--- config.mk ---
export PLATFORM = sky130hd
export DESIGN_NAME = ffpa_ram
export DESIGN_NICKNAME = d
export VERILOG_FILES = /design/src/hdl/first_fit_page_allocator_core_defines.svh /design/src/hdl/ffpa_ram.sv
export SDC_FILE = /design/constraint.sdc
export NUM_CORES = 2
export LEC_CHECK = 0
export BUFFER_PORTS_ARGS = -buffer_cell sky130_fd_sc_hd__buf_4
export CORE_MARGIN = 2
export CORE_UTILIZATION = 55
export DETAILED_ROUTE_END_ITERATION = 10
export GPL_TIMING_DRIVEN = 0
export PLACE_DENSITY_LB_ADDON = 0.08
export SLEW_MARGIN = 10
export SYNTH_ARGS = -nofsm -noshare
export SYNTH_HDL_FRONTEND = slang
export SYNTH_SLANG_ARGS = --single-unit
--- constraint.sdc ---
create_clock -name clk -period 7.5 [get_ports clk]
set_input_delay 2.25 -clock clk [delete_from_list [all_inputs] [get_ports clk]]
set_output_delay 2.25 -clock clk [all_outputs]
set_load 0.05 [all_outputs]
--- src/hdl/first_fit_page_allocator_core_defines.svh ---
// Assertion macros shared by the allocator RTL.
// Define ASSERT_OFF to compile the checks out.
`ifndef FIRST_FIT_PAGE_ALLOCATOR_CORE_DEFINES_SVH
`define FIRST_FIT_PAGE_ALLOCATOR_CORE_DEFINES_SVH

`ifndef ASSERT_OFF
`define FFPA_ASSERT(lbl, clk, rst, prop, msg) \
  lbl: assert property (@(posedge clk) disable iff (rst) prop) else $error(msg);
`define FFPA_ASSERT_ALWAYS(lbl, clk, prop, msg) \
  lbl: assert property (@(posedge clk) prop) else $error(msg);
`else
`define FFPA_ASSERT(lbl, clk, rst, prop, msg)
`define FFPA_ASSERT_ALWAYS(lbl, clk, prop, msg)
`endif

`endif

--- src/hdl/ffpa_ram.sv ---
// Generic simple dual-port RAM: one write port, one read port, registered read.
// No dependencies.
`default_nettype none

module ffpa_ram #(
  parameter int WIDTH = 8,
  parameter int DEPTH = 256
) (
  input  wire logic                     clk,
  input  wire logic                     we,
  input  wire logic [$clog2(DEPTH)-1:0] waddr,
  input  wire logic [WIDTH-1:0]         wdata,
  input  wire logic [$clog2(DEPTH)-1:0] raddr,
  output logic      [WIDTH-1:0]         rdata
);

  logic [WIDTH-1:0] mem [DEPTH];

  always_ff @(posedge clk) begin
    if (we) begin
      mem[waddr] <= wdata;
    end
    rdata <= mem[raddr];
  end

endmodule

`default_nettype wire

==> results.yml <==
setup_path:
  cp.depth: 8
  crit_type: "primary input to flip-flop"
  cp.arrival_ns: 6.80
  required_ns: 8.12
  reg2reg_slack_ns: 4.21
  worst-path-buf-inv: 5
  cp-start-kind: "primary input"
  path_delay_family: "buffers and inverters"
  crit_start: "raddr[4]"
  r2r_end: "rdata[2]"
  cp-endpoint: "rdata[1]"
  endpoint_kind: "flip-flop"
  rr_worst_depth: 6
  critPathMaxFanout: 14
  crit_chain: "buf_4, buf_4, clkbuf_1, clkbuf_1, clkbuf_2, a2111oi_1, nor3_1, nor4_1"
  rr_startpoint: "mem[161][2]"
  slowest_stage: "clkbuf_1"
  slowest_delay_ns: 0.95
floorplanning:
  fp.dieH_um: 384
  dieArea_mm2: 0.148
  core_mm2: 0.144
  dieWidth_um: 384
  start_util_pct: 55.4
  io_pins: 34
  row_count: 139
sta:
  finClkSkew_ns: 0.0293
  max_slew.worst_pin.slew_ns: 1.41
  finalSetupViolations: 0
  period_share_pct: 82.4
  max_slew_margin_pct: 4.92
  rsz0062_at_grt: "no"
  holdWs_ns: 1.40
  maxSlewViolCount: 0
  final-hold-violation-count: 0
  fmax_ghz: 0.162
  fin_crit_ns: 6.18
  worst_slack_ns: 1.32
cts:
  clockBufferDepth: 3
  cts_root_buf: "clkbuf_16"
  cts_made_buffers: 203
  clkSinkCount: 2056
  clkSlewWorstSetupHoldPaths_ns: 0.06
  clock_latency_ns: 0.84
  holdBufCountCts: 0
  tritoncts: "done"
  cts_resized: 0
  htreeDepth: 4
  cts_setup_buffers: 0
detailed_routing:
  met3_length_um: 27800
  met2_length_um: 109000
  vias: 41600
  top_layer: "met5"
  via_per_inst: 6.86
  wl_um: 240000
  drc: 2
  met1_length_um: 90500
  drt_iter0_drc: 6883
  wl_per_cell_um: 39.6
  ant_nets: 0
  first_pass_iters: 9
synthesis:
  yosysSeqAreaShare_pct: 77.5
  synth_top_area_share_pct: 77.3
  synth_edf_count: 2048
  synth_area_per_cell_um2: 21.3
  postSynthCellCount: 3733
  synthesis.nets: 3759
  ys.flop_type: "edfxtp_1"
  synth_seq_cells: 2056
  synthArstFlopShare_pct: 0
  synth_warnings: 0
  yosys.area.top_type: "edfxtp_1"
  netlist_top_cells_area: "edfxtp_1, mux4_2, mux2i_1, nor2_1, a22oi_1"
  yosysMostFrequentCell: "edfxtp_1"
  synth_common_cells: "edfxtp_1, mux4_2, nor2_1, mux2i_1, a22oi_1"
  synthDistinctLibCells: 55
  synth_area_mm2: 0.0796
finish:
  drive_gt1_share_pct: 22.0
  area_delta_synth_final_pct: 12.0
  seqCellArea_mm2: 0.0617
  nets: 4024
  postLayoutCellArea_mm2: 0.0891
  nFillCells: 10100
  finalNonFillerCells: 6068
  multi_input_area_mm2: 0.0165
grt:
  grt_pass1_vias: 40200
  grt_max_degree: 133
  antenna_found_initial: 18
  grtUsageTotal_pct: 33.0
  grt_pass1_wl_um: 327000
  overflow: 0
placed_design:
  gp_routability_congestion: 0.941
  dp_hpwl_um: 162000
  io_buffers: 26
  dpl.cell_count: 5693
  pre_cts_ws_ns: 0.614
  placed_area_mm2: 0.0830
pwr:
  powerDensity_mw_per_mm2: 264
  p_leak_uw: 0.0275
  ir_worst_vdd_mv: 0.262
flow_run:
  cap_viol_max_count: 0
hold_path:
  min_path_type: "flip-flop to flip-flop"
run_status:
  violations: "DRC"
  status: "complete, but fails checks"
==> power by group <==
group          switching (uW)  total (uW)  leakage [uW]  internal, uW
logic                     980        1410       0.00611           430
registers                7.47       12700        0.0185         12700
clock network            4250        9470       0.00292          5220
==> sequential cells by signal, summed over array words and instances, names as in the netlist <==
register	count
rdata	8
mem	2048
==> worst min path at each step <==
stage | start | to | slack [ns] | cells after the start
after floorplan | mem[40][3] | rdata[3] | 0.77 | 6
after global placement | mem[254][5] | rdata[5] | 1.33 | 6
after detailed placement | mem[254][5] | rdata[5] | 1.36 | 6
after CTS | mem[254][5] | rdata[5] | 1.36 | 6
after global routing | mem[254][5] | rdata[5] | 1.44 | 6
final | mem[254][5] | rdata[5] | 1.40 | 6
==> cells by family after synthesis <==
kind of cell / after synthesis / share of synthesized area (%)
flip-flops: 2056 / 77.5
multiplexers: 591 / 14.6
AND/OR/NAND/NOR: 466 / 2.63
AO/OA/AOI/OAI: 385 / 3.42
buffers and inverters: 235 / 1.83
==> layout by cell type, fill, tap and decap left out, types with 34 or more instances in the layout <==
| cell type | n |
|---|---|
| edfxtp_1 | 2048 |
| mux4_2 | 454 |
| nor2_1 | 282 |
| clkbuf_16 | 204 |
| clkbuf_1 | 156 |
| mux2i_1 | 134 |
| a22oi_1 | 133 |
| a21oi_1 | 96 |
| buf_4 | 49 |
| o221ai_1 | 46 |
| clkinv_1 | 44 |
| buf_2 | 37 |
| nand3_1 | 34 |
==> worst min-delay path, stage by stage, from the launching register on <==
cell and delay [ns]:
edfxtp_1 0.35, mux2i_1 0.14, o221ai_1 0.23, o22ai_1 0.19
o32ai_1 0.13, nor3_1 0.14, nor4_1 0.14
==> layer usage <==
metal,track usage (%),vias to the layer above
met5,0.390,-
met4,15.2,14
met3,8.69,522
met2,49.1,2698
met1,46.2,22100
li1,-,16300
==> metrics by stage <==
stage	TNS [ns]	total power [uW]	util (%)
CTS	0	23600	62.0
finish	0	23600	62.0
detailed placement	0	14300	57.8
global placement	-0.0304	14300	57.2
global route	0	24000	62.0
floorplan	0	13600	-
==> layout make-up <==
type	instances	area share, %
multi-input cells	1442	18.5
clock buffers	277	6.06
flip-flops and latches	2056	69.2
diodes	13	0.0365
repair buffers	60	1.16
clock inverters	82	0.717
plain buffers	233	1.67
inverters	2	0.00842
well taps	1903	2.67
No activity file was read; power rests on OpenSTA's default activity.
